==> src/rtl/core/modular_multiplier_core_macros.svh <==
// Assertion macros for the modular multiplier core.
// Included by the modules that carry concurrent assertions; needs clk and arst_n in scope.
`ifndef MODULAR_MULTIPLIER_CORE_MACROS_SVH
`define MODULAR_MULTIPLIER_CORE_MACROS_SVH

// Same-cycle implication, disabled during reset
`define MODMUL_ASSERT_NOW(label, ante, cons) \
	label: assert property (@(posedge clk) disable iff (!arst_n) (ante) |-> (cons)) \
		else $error("modmul assertion failed");

// Next-cycle implication, disabled during reset
`define MODMUL_ASSERT_NEXT(label, ante, cons) \
	label: assert property (@(posedge clk) disable iff (!arst_n) (ante) |=> (cons)) \
		else $error("modmul assertion failed");

`endif

==> src/rtl/core/modmul_pkg.sv <==
// Shared constants, control structs and modular add helpers for the modular multiplier.
// No dependencies; imported by the interfaces and modules of the core.
package modmul_pkg;

	// Port field width and internal datapath width
	localparam int FIELD_BITS   = 64;
	localparam int OPERAND_BITS = 64;
	localparam int CNT_BITS     = $clog2(OPERAND_BITS);
	localparam logic [CNT_BITS-1:0] CNT_LAST = CNT_BITS'(OPERAND_BITS - 1);

	typedef logic [OPERAND_BITS-1:0] word_t;
	typedef logic [OPERAND_BITS:0]   wide_t;

	// Control for the bit-serial reduction units
	typedef struct packed {
		logic load;
		logic step;
	} red_ctl_t;

	// Control for the add-and-double unit
	typedef struct packed {
		logic load;
		logic step;
	} mul_ctl_t;

	// Subtract the modulus once if the value reaches it; value below twice the modulus
	function automatic word_t sub_if_ge(wide_t t, word_t m);
		wide_t mw;
		wide_t d;
		mw = {1'b0, m};
		d  = t - mw;
		return (t >= mw) ? d[OPERAND_BITS-1:0] : t[OPERAND_BITS-1:0];
	endfunction

	// (x + y) mod m for x, y below m
	function automatic word_t add_mod(word_t x, word_t y, word_t m);
		wide_t s;
		s = {1'b0, x} + {1'b0, y};
		return sub_if_ge(s, m);
	endfunction

endpackage

==> src/rtl/core/modmul_in_if.sv <==
// Operand channel of the modular multiplier: valid, ready and the three input fields.
// Depends on modmul_pkg for the field width.
interface modmul_in_if import modmul_pkg::*; ();
	logic                  valid;
	logic                  ready;
	logic [FIELD_BITS-1:0] multiplicand;
	logic [FIELD_BITS-1:0] multiplier;
	logic [FIELD_BITS-1:0] modulus;

	modport source (output valid, output multiplicand, output multiplier, output modulus,
		input ready);
	modport sink (input valid, input multiplicand, input multiplier, input modulus,
		output ready);
endinterface

==> src/rtl/core/modmul_out_if.sv <==
// Result channel of the modular multiplier: valid, ready, product and error flag.
// Depends on modmul_pkg for the field width.
interface modmul_out_if import modmul_pkg::*; ();
	logic                  valid;
	logic                  ready;
	logic [FIELD_BITS-1:0] product;
	logic                  zero_modulus;

	modport source (output valid, output product, output zero_modulus, input ready);
	modport sink (input valid, input product, input zero_modulus, output ready);
endinterface

==> src/rtl/core/modular_multiplier_core.sv <==
// Modular multiplier core: one operand beat in, one result beat out. Each item runs these
// steps in order: two bit-serial remainder units reduce both factors side by side, a load
// state, the add-and-double unit, and a write of the result register. A zero modulus skips
// the arithmetic and returns product 0 with zero_modulus set. The result register lets a
// new operand beat be taken while the previous result waits. Only the low OPERAND_BITS
// bits of each input field are used.
`include "modular_multiplier_core_macros.svh"

module modular_multiplier_core import modmul_pkg::*; (
	input  logic        clk,
	input  logic        arst_n,
	modmul_in_if.sink   operands,
	modmul_out_if.source result
);

	typedef enum logic [4:0] {
		ST_IDLE   = 5'b00001,
		ST_REDUCE = 5'b00010,
		ST_PREP   = 5'b00100,
		ST_MULT   = 5'b01000,
		ST_FINISH = 5'b10000
	} state_t;

	state_t              state_q;
	logic [CNT_BITS-1:0] cnt_q;
	logic                err_q;
	word_t               mod_q;
	logic                out_valid_q;
	logic [FIELD_BITS-1:0] product_q;
	logic                zero_q;

	red_ctl_t red_ctl;
	mul_ctl_t mul_ctl;
	word_t    rem_a;
	word_t    rem_b;
	word_t    acc;
	word_t    dbl;
	logic     in_beat;
	logic     out_free;
	logic     out_load;
	word_t    in_mod;

	assign in_mod   = operands.modulus[OPERAND_BITS-1:0];
	assign in_beat  = operands.valid && operands.ready;
	assign out_free = !out_valid_q || result.ready;
	assign out_load = (state_q == ST_FINISH) && out_free;
	assign operands.ready = (state_q == ST_IDLE);

	// Drive the datapath units from the state
	always_comb begin
		red_ctl.load = in_beat && (in_mod != '0);
		red_ctl.step = (state_q == ST_REDUCE);
		mul_ctl.load = (state_q == ST_PREP);
		mul_ctl.step = (state_q == ST_MULT);
	end

	modmul_reduce u_red_a (
		.clk     (clk),
		.ctl     (red_ctl),
		.value   (operands.multiplicand[OPERAND_BITS-1:0]),
		.modulus (mod_q),
		.rem     (rem_a)
	);

	modmul_reduce u_red_b (
		.clk     (clk),
		.ctl     (red_ctl),
		.value   (operands.multiplier[OPERAND_BITS-1:0]),
		.modulus (mod_q),
		.rem     (rem_b)
	);

	modmul_addbl u_addbl (
		.clk     (clk),
		.ctl     (mul_ctl),
		.a_in    (rem_a),
		.b_in    (rem_b),
		.modulus (mod_q),
		.acc     (acc),
		.dbl     (dbl)
	);

	// Sequence the item: reduce, load, add-and-double, write result; a zero modulus goes straight to the write
	always_ff @(posedge clk or negedge arst_n) begin
		if (!arst_n) begin
			state_q <= ST_IDLE;
			cnt_q   <= '0;
			err_q   <= 1'b0;
		end else begin
			case (state_q)
				ST_IDLE: begin
					if (in_beat) begin
						err_q <= (in_mod == '0);
						cnt_q <= CNT_LAST;
						state_q <= (in_mod == '0) ? ST_FINISH : ST_REDUCE;
					end
				end
				ST_REDUCE: begin
					cnt_q <= cnt_q - 1'b1;
					if (cnt_q == '0) begin
						state_q <= ST_PREP;
					end
				end
				ST_PREP: begin
					cnt_q   <= CNT_LAST;
					state_q <= ST_MULT;
				end
				ST_MULT: begin
					cnt_q <= cnt_q - 1'b1;
					if (cnt_q == '0) begin
						state_q <= ST_FINISH;
					end
				end
				ST_FINISH: begin
					if (out_free) begin
						state_q <= ST_IDLE;
					end
				end
				default: begin
					state_q <= ST_IDLE;
				end
			endcase
		end
	end

	// Hold the modulus for the whole item
	always_ff @(posedge clk) begin
		if (in_beat) begin
			mod_q <= in_mod;
		end
	end

	// Hold the result beat until it is taken
	always_ff @(posedge clk or negedge arst_n) begin
		if (!arst_n) begin
			out_valid_q <= 1'b0;
		end else if (out_load) begin
			out_valid_q <= 1'b1;
		end else if (result.ready) begin
			out_valid_q <= 1'b0;
		end
	end

	always_ff @(posedge clk) begin
		if (out_load) begin
			product_q <= err_q ? '0 : FIELD_BITS'(acc);
			zero_q    <= err_q;
		end
	end

	assign result.valid        = out_valid_q;
	assign result.product      = product_q;
	assign result.zero_modulus = zero_q;

	`MODMUL_ASSERT_NEXT(a_start_reduce, in_beat && (in_mod != '0), state_q == ST_REDUCE)
	`MODMUL_ASSERT_NOW(a_rem_below_mod, state_q == ST_PREP, (rem_a < mod_q) && (rem_b < mod_q))
	`MODMUL_ASSERT_NOW(a_mult_below_mod, state_q == ST_MULT, (acc < mod_q) && (dbl < mod_q))
	`MODMUL_ASSERT_NOW(a_err_zero, result.valid && result.zero_modulus, result.product == '0)
	`MODMUL_ASSERT_NEXT(a_finish_out, out_load, result.valid)

endmodule

==> src/rtl/core/modmul_reduce.sv <==
// Bit-serial remainder unit: shifts the operand in MSB first, one bit per step.
// Depends on modmul_pkg for widths, control struct and sub_if_ge.
module modmul_reduce import modmul_pkg::*; (
	input  logic     clk,
	input  red_ctl_t ctl,
	input  word_t    value,
	input  word_t    modulus,
	output word_t    rem
);

	word_t val_q;
	word_t rem_q;

	// Load the operand, or shift one bit into the remainder and reduce it
	always_ff @(posedge clk) begin
		if (ctl.load) begin
			val_q <= value;
			rem_q <= '0;
		end else if (ctl.step) begin
			val_q <= {val_q[OPERAND_BITS-2:0], 1'b0};
			rem_q <= sub_if_ge({rem_q, val_q[OPERAND_BITS-1]}, modulus);
		end
	end

	assign rem = rem_q;

endmodule

==> src/rtl/core/modmul_addbl.sv <==
// Add-and-double unit: scans the reduced multiplicand LSB first, one bit per step.
// Depends on modmul_pkg for widths, control struct and add_mod.
module modmul_addbl import modmul_pkg::*; (
	input  logic     clk,
	input  mul_ctl_t ctl,
	input  word_t    a_in,
	input  word_t    b_in,
	input  word_t    modulus,
	output word_t    acc,
	output word_t    dbl
);

	word_t a_q;
	word_t b_q;
	word_t acc_q;

	// Load reduced factors, or add the doubled multiplier for a set bit and double it
	always_ff @(posedge clk) begin
		if (ctl.load) begin
			a_q   <= a_in;
			b_q   <= b_in;
			acc_q <= '0;
		end else if (ctl.step) begin
			a_q <= {1'b0, a_q[OPERAND_BITS-1:1]};
			b_q <= add_mod(b_q, b_q, modulus);
			if (a_q[0]) begin
				acc_q <= add_mod(acc_q, b_q, modulus);
			end
		end
	end

	assign acc = acc_q;
	assign dbl = b_q;

endmodule

==> src/flat_wrapper.sv <==
// flat-port wrapper written by rule: the top's interface ports become plain ports
module modular_multiplier_core_flat import modmul_pkg::*;
  (clk, arst_n, operands_valid, operands_multiplicand, operands_multiplier, operands_modulus, operands_ready, result_valid, result_product, result_zero_modulus, result_ready);
  modmul_in_if operands_i ();
  modmul_out_if result_i ();
  input  logic clk;
  input  logic arst_n;
  input wire logic [$bits(operands_i.valid)-1:0] operands_valid;
  input wire logic [$bits(operands_i.multiplicand)-1:0] operands_multiplicand;
  input wire logic [$bits(operands_i.multiplier)-1:0] operands_multiplier;
  input wire logic [$bits(operands_i.modulus)-1:0] operands_modulus;
  output wire logic [$bits(operands_i.ready)-1:0] operands_ready;
  output wire logic [$bits(result_i.valid)-1:0] result_valid;
  output wire logic [$bits(result_i.product)-1:0] result_product;
  output wire logic [$bits(result_i.zero_modulus)-1:0] result_zero_modulus;
  input wire logic [$bits(result_i.ready)-1:0] result_ready;
  assign operands_i.valid = operands_valid;
  assign operands_i.multiplicand = operands_multiplicand;
  assign operands_i.multiplier = operands_multiplier;
  assign operands_i.modulus = operands_modulus;
  assign operands_ready = operands_i.ready;
  assign result_valid = result_i.valid;
  assign result_product = result_i.product;
  assign result_zero_modulus = result_i.zero_modulus;
  assign result_i.ready = result_ready;
  modular_multiplier_core u_core (.clk(clk), .arst_n(arst_n), .operands(operands_i), .result(result_i));
endmodule
==> config.mk <==
export PLATFORM = sky130hd
export DESIGN_NAME = modular_multiplier_core_flat
export DESIGN_NICKNAME = d
export VERILOG_FILES = /design/src/rtl/core/modmul_pkg.sv /design/src/rtl/core/modmul_in_if.sv /design/src/rtl/core/modmul_out_if.sv /design/src/rtl/core/modular_multiplier_core.sv /design/src/rtl/core/modmul_reduce.sv /design/src/rtl/core/modmul_addbl.sv /design/src/flat_wrapper.sv
export VERILOG_INCLUDE_DIRS = /design/src /design/src/rtl/core
export SDC_FILE = /design/constraint.sdc
export NUM_CORES = 2
export LEC_CHECK = 0
export BUFFER_PORTS_ARGS = -buffer_cell sky130_fd_sc_hd__buf_2
export CAP_MARGIN = 20
export CORE_ASPECT_RATIO = 1.4
export CORE_MARGIN = 8
export CORE_UTILIZATION = 60
export CTS_CLUSTER_DIAMETER = 150
export DETAILED_ROUTE_END_ITERATION = 12
export MAX_ROUTING_LAYER = met4
export PLACE_DENSITY = 0.79
export SLEW_MARGIN = 40
export SYNTH_ARGS = -nofsm -noshare
export SYNTH_HDL_FRONTEND = slang
export SYNTH_SLANG_ARGS = --single-unit
==> constraint.sdc <==
create_clock -name clk -period 7.38 [get_ports clk]
set_input_delay 1.476 -clock clk [delete_from_list [all_inputs] [get_ports clk]]
set_output_delay 1.476 -clock clk [all_outputs]
set_load 0.1 [all_outputs]
After elaboration in Yosys (flattened, before gate mapping). Index checks and enable logic that the tools add are counted.

Register bits after elaboration: 590. Input port bits: 196. Output and inout bits: 67. Word-level logic and storage cells: 73.

$add $sub $neg: 7. Magnitude comparators: 4. Eq/ne operators: 9. Mux-type cells: 22. Reduce and logical (&&, ||, !) cells: 17.

Operator list (count): 64-bit two-way mux (12); 65-bit by 64-bit greater-or-equal comparator with 1-bit output (4); 64-bit subtractor (4); 64-bit by 64-bit adder with 65-bit output (2); 64-bit zero test (1); 64-bit nonzero test (1); 5-bit two-way mux (5); 5-bit one-hot mux with 5 select lines (1); 6-bit one-hot mux with 3 select lines (1); 6-bit zero test (1); 6-bit two-way mux (1); 2-bit inequality test, second input constant (3); 2-bit AND reduction (3); 2-bit nonzero test (3); 6-bit by 1-bit subtractor with 6-bit output, second input constant (1); 5-bit by 1-bit == test with 1-bit output, second input constant (1); 5-bit by 2-bit == test with 1-bit output, second input constant (1); 5-bit by 3-bit == test with 1-bit output, second input constant (1); 5-bit by 4-bit == test with 1-bit output, second input constant (1); 5-bit == test, second input constant (1); 4-bit AND reduction (1); 1-bit logical AND (3); 3-bit nonzero test (1); 1-bit two-way mux (2); other kinds (4) (4).

Longest topological paths before layout.
Depth after elaboration: 5. Depth in mapped cells: 28. Mapped depth without buffers: 26.

Hierarchy. Synthesis repeated with hierarchy kept, for this count alone.

Cells, all modules: 4947. Area, all modules: 44980.6 µm².

By module, submodules not included: modmul_addbl (times used 1, cells an instance 2450, area each 20093.0 µm², sequential area each 5124.9 µm²); modmul_reduce (times used 2, cells an instance 1100, area each 9865.7 µm², sequential area each 3203.1 µm²); modular_multiplier_core (times used 1, cells an instance 297, area each 5156.2 µm², sequential area each 4200.3 µm²).

Worst setup path before layout. No wires, ideal clock.

Path kind: flip-flop to flip-flop. Start: register u_core.u_addbl.b_q[0], in the netlist u_core.u_addbl.dbl[0]. End: register u_core.u_addbl.acc_q[3], in the netlist u_core.u_addbl.acc[3]. Setup time: 0.086 ns. Arrival time: 5.941 ns. Required time: 7.294 ns. Setup slack: 1.354 ns. Cell stages (with the launch flop): 29. Buffers on the path: 3. Clock period less this slack: 6.026 ns. Cells stage by stage: edfxtp_1 > ha_1 > fa_1 > a211oi_1 > o211ai_1 > a21oi_1 > o21ai_0 > a221o_1 > a21oi_1 > o21ai_0 > a21o_1 > a21oi_1 > xnor2_1 > ha_1 > buf_2 > a21o_1 > a21oi_1 > o221a_2 > or3_1 > o21ai_1 > a21oi_1 > o21bai_1 > a21oi_1 > o21ba_2 > buf_4 > buf_4 > nor2_1 > a21oi_1 > a211oi_1.

Cells in the longest elaborated chain, start to end: 3. Elaborated cells on any way between the ends: 4. Those cells by class: 2 x add/sub; 1 x order compare; 1 x mux.

Ends and longest elaborated chain: start, declared (RTL line modmul_addbl.sv:14) `word_t b_q;`; start signal, assigned (RTL line modmul_addbl.sv:21) `b_q <= b_in;`; start signal, assigned (RTL line modmul_addbl.sv:25) `b_q <= add_mod(b_q, b_q, modulus);`; 64-bit by 64-bit adder with 65-bit output (*) (RTL line modmul_pkg.sv:38) `s = {1'b0, x} + {1'b0, y};`; 64-bit subtractor / 65-bit by 64-bit greater-or-equal comparator with 1-bit output (equally long branches) (RTL line modmul_pkg.sv:31, modmul_pkg.sv:32); 64-bit two-way mux (*) (RTL line modmul_pkg.sv:32) `return (t >= mw) ? d[OPERAND_BITS-1:0] : t[OPERAND_BITS-1:0];`; end signal, assigned (RTL line modmul_addbl.sv:27) `acc_q <= add_mod(acc_q, b_q, modulus);`; end, declared (RTL line modmul_addbl.sv:15) `word_t acc_q;`.

Every way passes the cells marked *; elsewhere a longest branch is shown, timed or not. A chain may end at the register's enable or synchronous reset.

Final worst setup path.
Start: register u_core.u_addbl.b_q[0], in the netlist u_core.u_addbl.dbl[0]. End: register u_core.u_addbl.acc_q[17], in the netlist u_core.u_addbl.acc[17].

Same word-level chain as after synthesis.

==> summary.txt <==
Status
  – Outcome: completed

Floorplan
  – Die Y: ~330 um
  – Die ar.: between 70,000 and 80,000 um^2
  – Core Rows: 115
  – Core area: 70,070 um^2
  – Die X: 240.7 um
  – I/O pin total: 263
  – Initial Util: 0.6051

Synthesis
  – Cell variety after synth: 85
  – Number of synthesized flops with an enable pin: 385
  – Synthesized netlist cell count: around 4,800
  – Synthesized area per cell: 8.851 um^2
  – Synth warnings: 0
  – Async SR Flop Fraction: 0.02203
  – FF+latch count, synth: between 500 and 600
  – Mapped Area: 42,400 um^2
  – Sequential area share after synthesis: 0.3710
  – Dominant cell type by area after synthesis: edfxtp_1
  – Commonest register cell after synthesis: edfxtp_1
  – Top cell type's share of synthesized area: 0.2726
  – Synth area leaders: edfxtp_1 (27%), ha_1 (9.5%), dfxtp_1 (9.1%)
  – Synthesized Nets: 5,314

Worst setup path
  – Buffers & Inverters on Critical Path: 2
  – Worst-path maximum fanout: 43
  – Startpoint type of the worst setup path: register
  – Req. time, crit path: ~7.9 ns
  – Worst path max stage delay: around 0.47 ns
  – Setup Crit Path Kind: reg2reg
  – CP delay by family, top: compound AO/OA/AOI/OAI gates
  – CP most frequent cell: a21oi_1
  – Setup crit end kind: register
  – Critical Path AT: 7.46 ns
  – Critical-path top delay cell: edfxtp_1

STA
  – Final hold violation count: 0
  – Worst slew pin tran: 0.8841 ns
  – Setup Skew: 0.03156 ns
  – Slew HR: 0.4053
  – Worst setup margin: 0.4501 ns
  – Final hold slack: 0.4744 ns
  – Crit share post-route: 0.9390
  – Fmax: between 100 and 150 MHz
  – Minimum clock period: 6.930 ns
  – Finish-stage setup viols: 0
  – Final Max Tran Viols: 0
  – RSZ-0062 raised after global routing: false
  – Setup TNS: 0 ns

GRT
  – Grt total ovfl: 0
  – Largest net degree at the start of global routing: 157
  – Met1 Use GR: 0.3938
  – Vias in the first global route: 36,216
  – Total GRT Usage: 0.3211
  – M2 GR Usage: 0.5137
  – First-pass GRT wire length: 196,600 um
  – Met3 GRT Util: 0.04561
  – Initial antenna violation count: 3
  – GRT Max-Usage Layer: met2

Final layout
  – Commonest non-fill, non-tap cell in the layout: nand2_1
  – Fillers: 5,852
  – Area Growth Syn to Fin: 9.746%
  – Most frequent cells in the layout: nand2_1 (550), a21oi_1 (495), edfxtp_1 (385)
  – Final Net Count: roughly 5,400
  – Share of cells above drive strength 1: 0.1163
  – Post-route cell area: 46,540 um^2

Place
  – PortBufs: 262
  – GPL Wtd Cong: 0.9980
  – Post-DP HPWL: between 90,000 and 100,000 um
  – Placed cell area: 44,490 um^2
  – Pre-CTS setup slack: 0.1979 ns

Clock network
  – Post-cts resize count: 0
  – CTS clk-pin slew, worst paths: 0.07 ns
  – CTS tree: yes
  – Post-CTS Hold Buffers: 0
  – Clock Path Buffers: 3
  – CTS sink cnt: between 500 and 600
  – Postcts setup bufs: 0
  – Root Buffer: clkbuf_16
  – Worst skew pair latency: a little under 0.7 ns
  – CTS buffer count: 58
  – H-tree depth: 2

Route
  – Routed vias: about 37,000
  – Post-DRT Antenna Nets: 0
  – DR iter-0 viols: 2,982
  – Vias/cell: 6.272
  – Routed WL per cell: 21.57 um
  – DR pass1 iterations: 9
  – Total wire length: roughly 130,000 um
  – DRC violation count after routing: 0

Power and ir drop
  – Pleak: 19.57 nW
  – Pwr Density: 433.2 nW/um^2
  – Peak supply drop: around 0.3 mV

Hold path
  – Hold/Removal Path Class: reg2reg

Job
  – Max-cap viol count: 0
==> worst register-to-register path: cells and delay by family, from the launching register on <==
family          cells  cell delay (ns)
compound gates     18             4.12
fa+ha+maj           3             1.12
flops               1             0.47
simple gates        3             0.44
buf+inv             2             0.43
xor+xnor            1             0.21
==> synthesized netlist by cell type (10+ instances only) <==
cell type	instances
a211oi_1	62
a21boi_0	12
a21o_1	211
a21oi_1	497
a221o_1	23
a221oi_1	13
a22oi_1	26
a31oi_1	46
and2_1	23
and3_1	40
buf_2	19
clkbuf_1	218
dfrtp_1	12
dfxtp_1	192
edfxtp_1	385
ha_1	322
inv_1	156
mux2_2	129
mux2i_1	84
nand2_1	551
nand2b_1	38
nand3_1	58
nand4_1	85
nor2_1	373
nor2b_1	106
nor3_1	80
nor4_1	37
o211ai_1	40
o21a_1	39
o21ai_0	326
o21bai_1	72
o22ai_1	26
o31a_1	10
o31ai_1	24
or3_1	15
xnor2_1	158
xor2_1	127
==> state kept, by name (all words and copies together) (netlist names) <==
name and flops:
u_core.mod_q 64, u_core.result.product 64, u_core.u_addbl.a_q 64, u_core.u_addbl.acc 64, u_core.u_addbl.dbl 64, u_core.u_red_a.rem 64
u_core.u_red_a.val_q 64, u_core.u_red_b.rem 64, u_core.u_red_b.val_q 64, u_core.cnt_q 6, u_core.state_q 5, u_core.err_q 1
u_core.result.valid 1, u_core.result.zero_modulus 1
==> cell type report <==
cell class / instances / area, um^2 / share of cell area
Timing Repair Buffer: 310 / 1778 / 0.03821
Tap cell: 936 / 1171 / 0.02517
Antenna cell: 4 / 10.01 / 0.0002151
Inverter: 156 / 590.6 / 0.01269
Sequential cell: 590 / 15730 / 0.3381
Clock buffer: 69 / 1544 / 0.03318
Multi-Input combinational cell: 3804 / 25310 / 0.5440
Clock inverter: 39 / 396.6 / 0.008523
==> worst paths after layout <==
kind | start | depth (start not counted) | end | slack [ns]
worst max-delay path | u_core.u_addbl.dbl[0] | 27 | u_core.u_addbl.acc[17] | 0.45
worst min-delay path | u_core.u_addbl.acc[2] | 2 | u_core.u_addbl.acc[2] | 0.47
worst max register to register | u_core.u_addbl.dbl[0] | 27 | u_core.u_addbl.acc[17] | 0.45
worst min register to register | u_core.u_addbl.acc[2] | 2 | u_core.u_addbl.acc[2] | 0.47
max in group asynchronous | arst_n | 1 | u_core.state_q[0] | 6.40
min in group asynchronous | arst_n | 1 | u_core.cnt_q[0] | 0.70
==> layer usage <==
metal	vias to the layer above	routed length (um)
met5	-	0
met4	0	7389
met3	300	8706
met2	1423	58470
met1	17431	52850
li1	17902	-
==> power breakdown <==
| group | leakage, nW | internal (mW) | total [mW] | switching [mW] |
|---|---|---|---|---|
| Combinational | 13.4 | 4.53 | 11.8 | 7.22 |
| Sequential | 5.26 | 4.79 | 5.34 | 0.556 |
| Clock | 0.943 | 1.66 | 3.06 | 1.40 |
==> kinds of logic after synthesis <==
kind of cell / after synthesis / synth area share
adders and majority gates: 327 / 0.09737
and+or+nand+nor: 1448 / 0.1570
buffers and inverters: 397 / 0.03588
xor gates and xnor gates: 285 / 0.05887
AOI/OAI and AO/OA: 1531 / 0.2258
DFF: 590 / 0.3710
muxes: 213 / 0.05409
==> metrics by stage <==
stage,util,power (mW),std cells
6_report,0.6641,20.16,5908
5_1_grt,0.6641,21.52,5907
4_1_cts,0.6625,19.97,5901
3_5_place_dp,0.6348,16.83,5793
3_3_place_gp,0.6343,16.75,5792
2_1_floorplan,-,14.02,4791
Power figures use the tool's default switching activity.
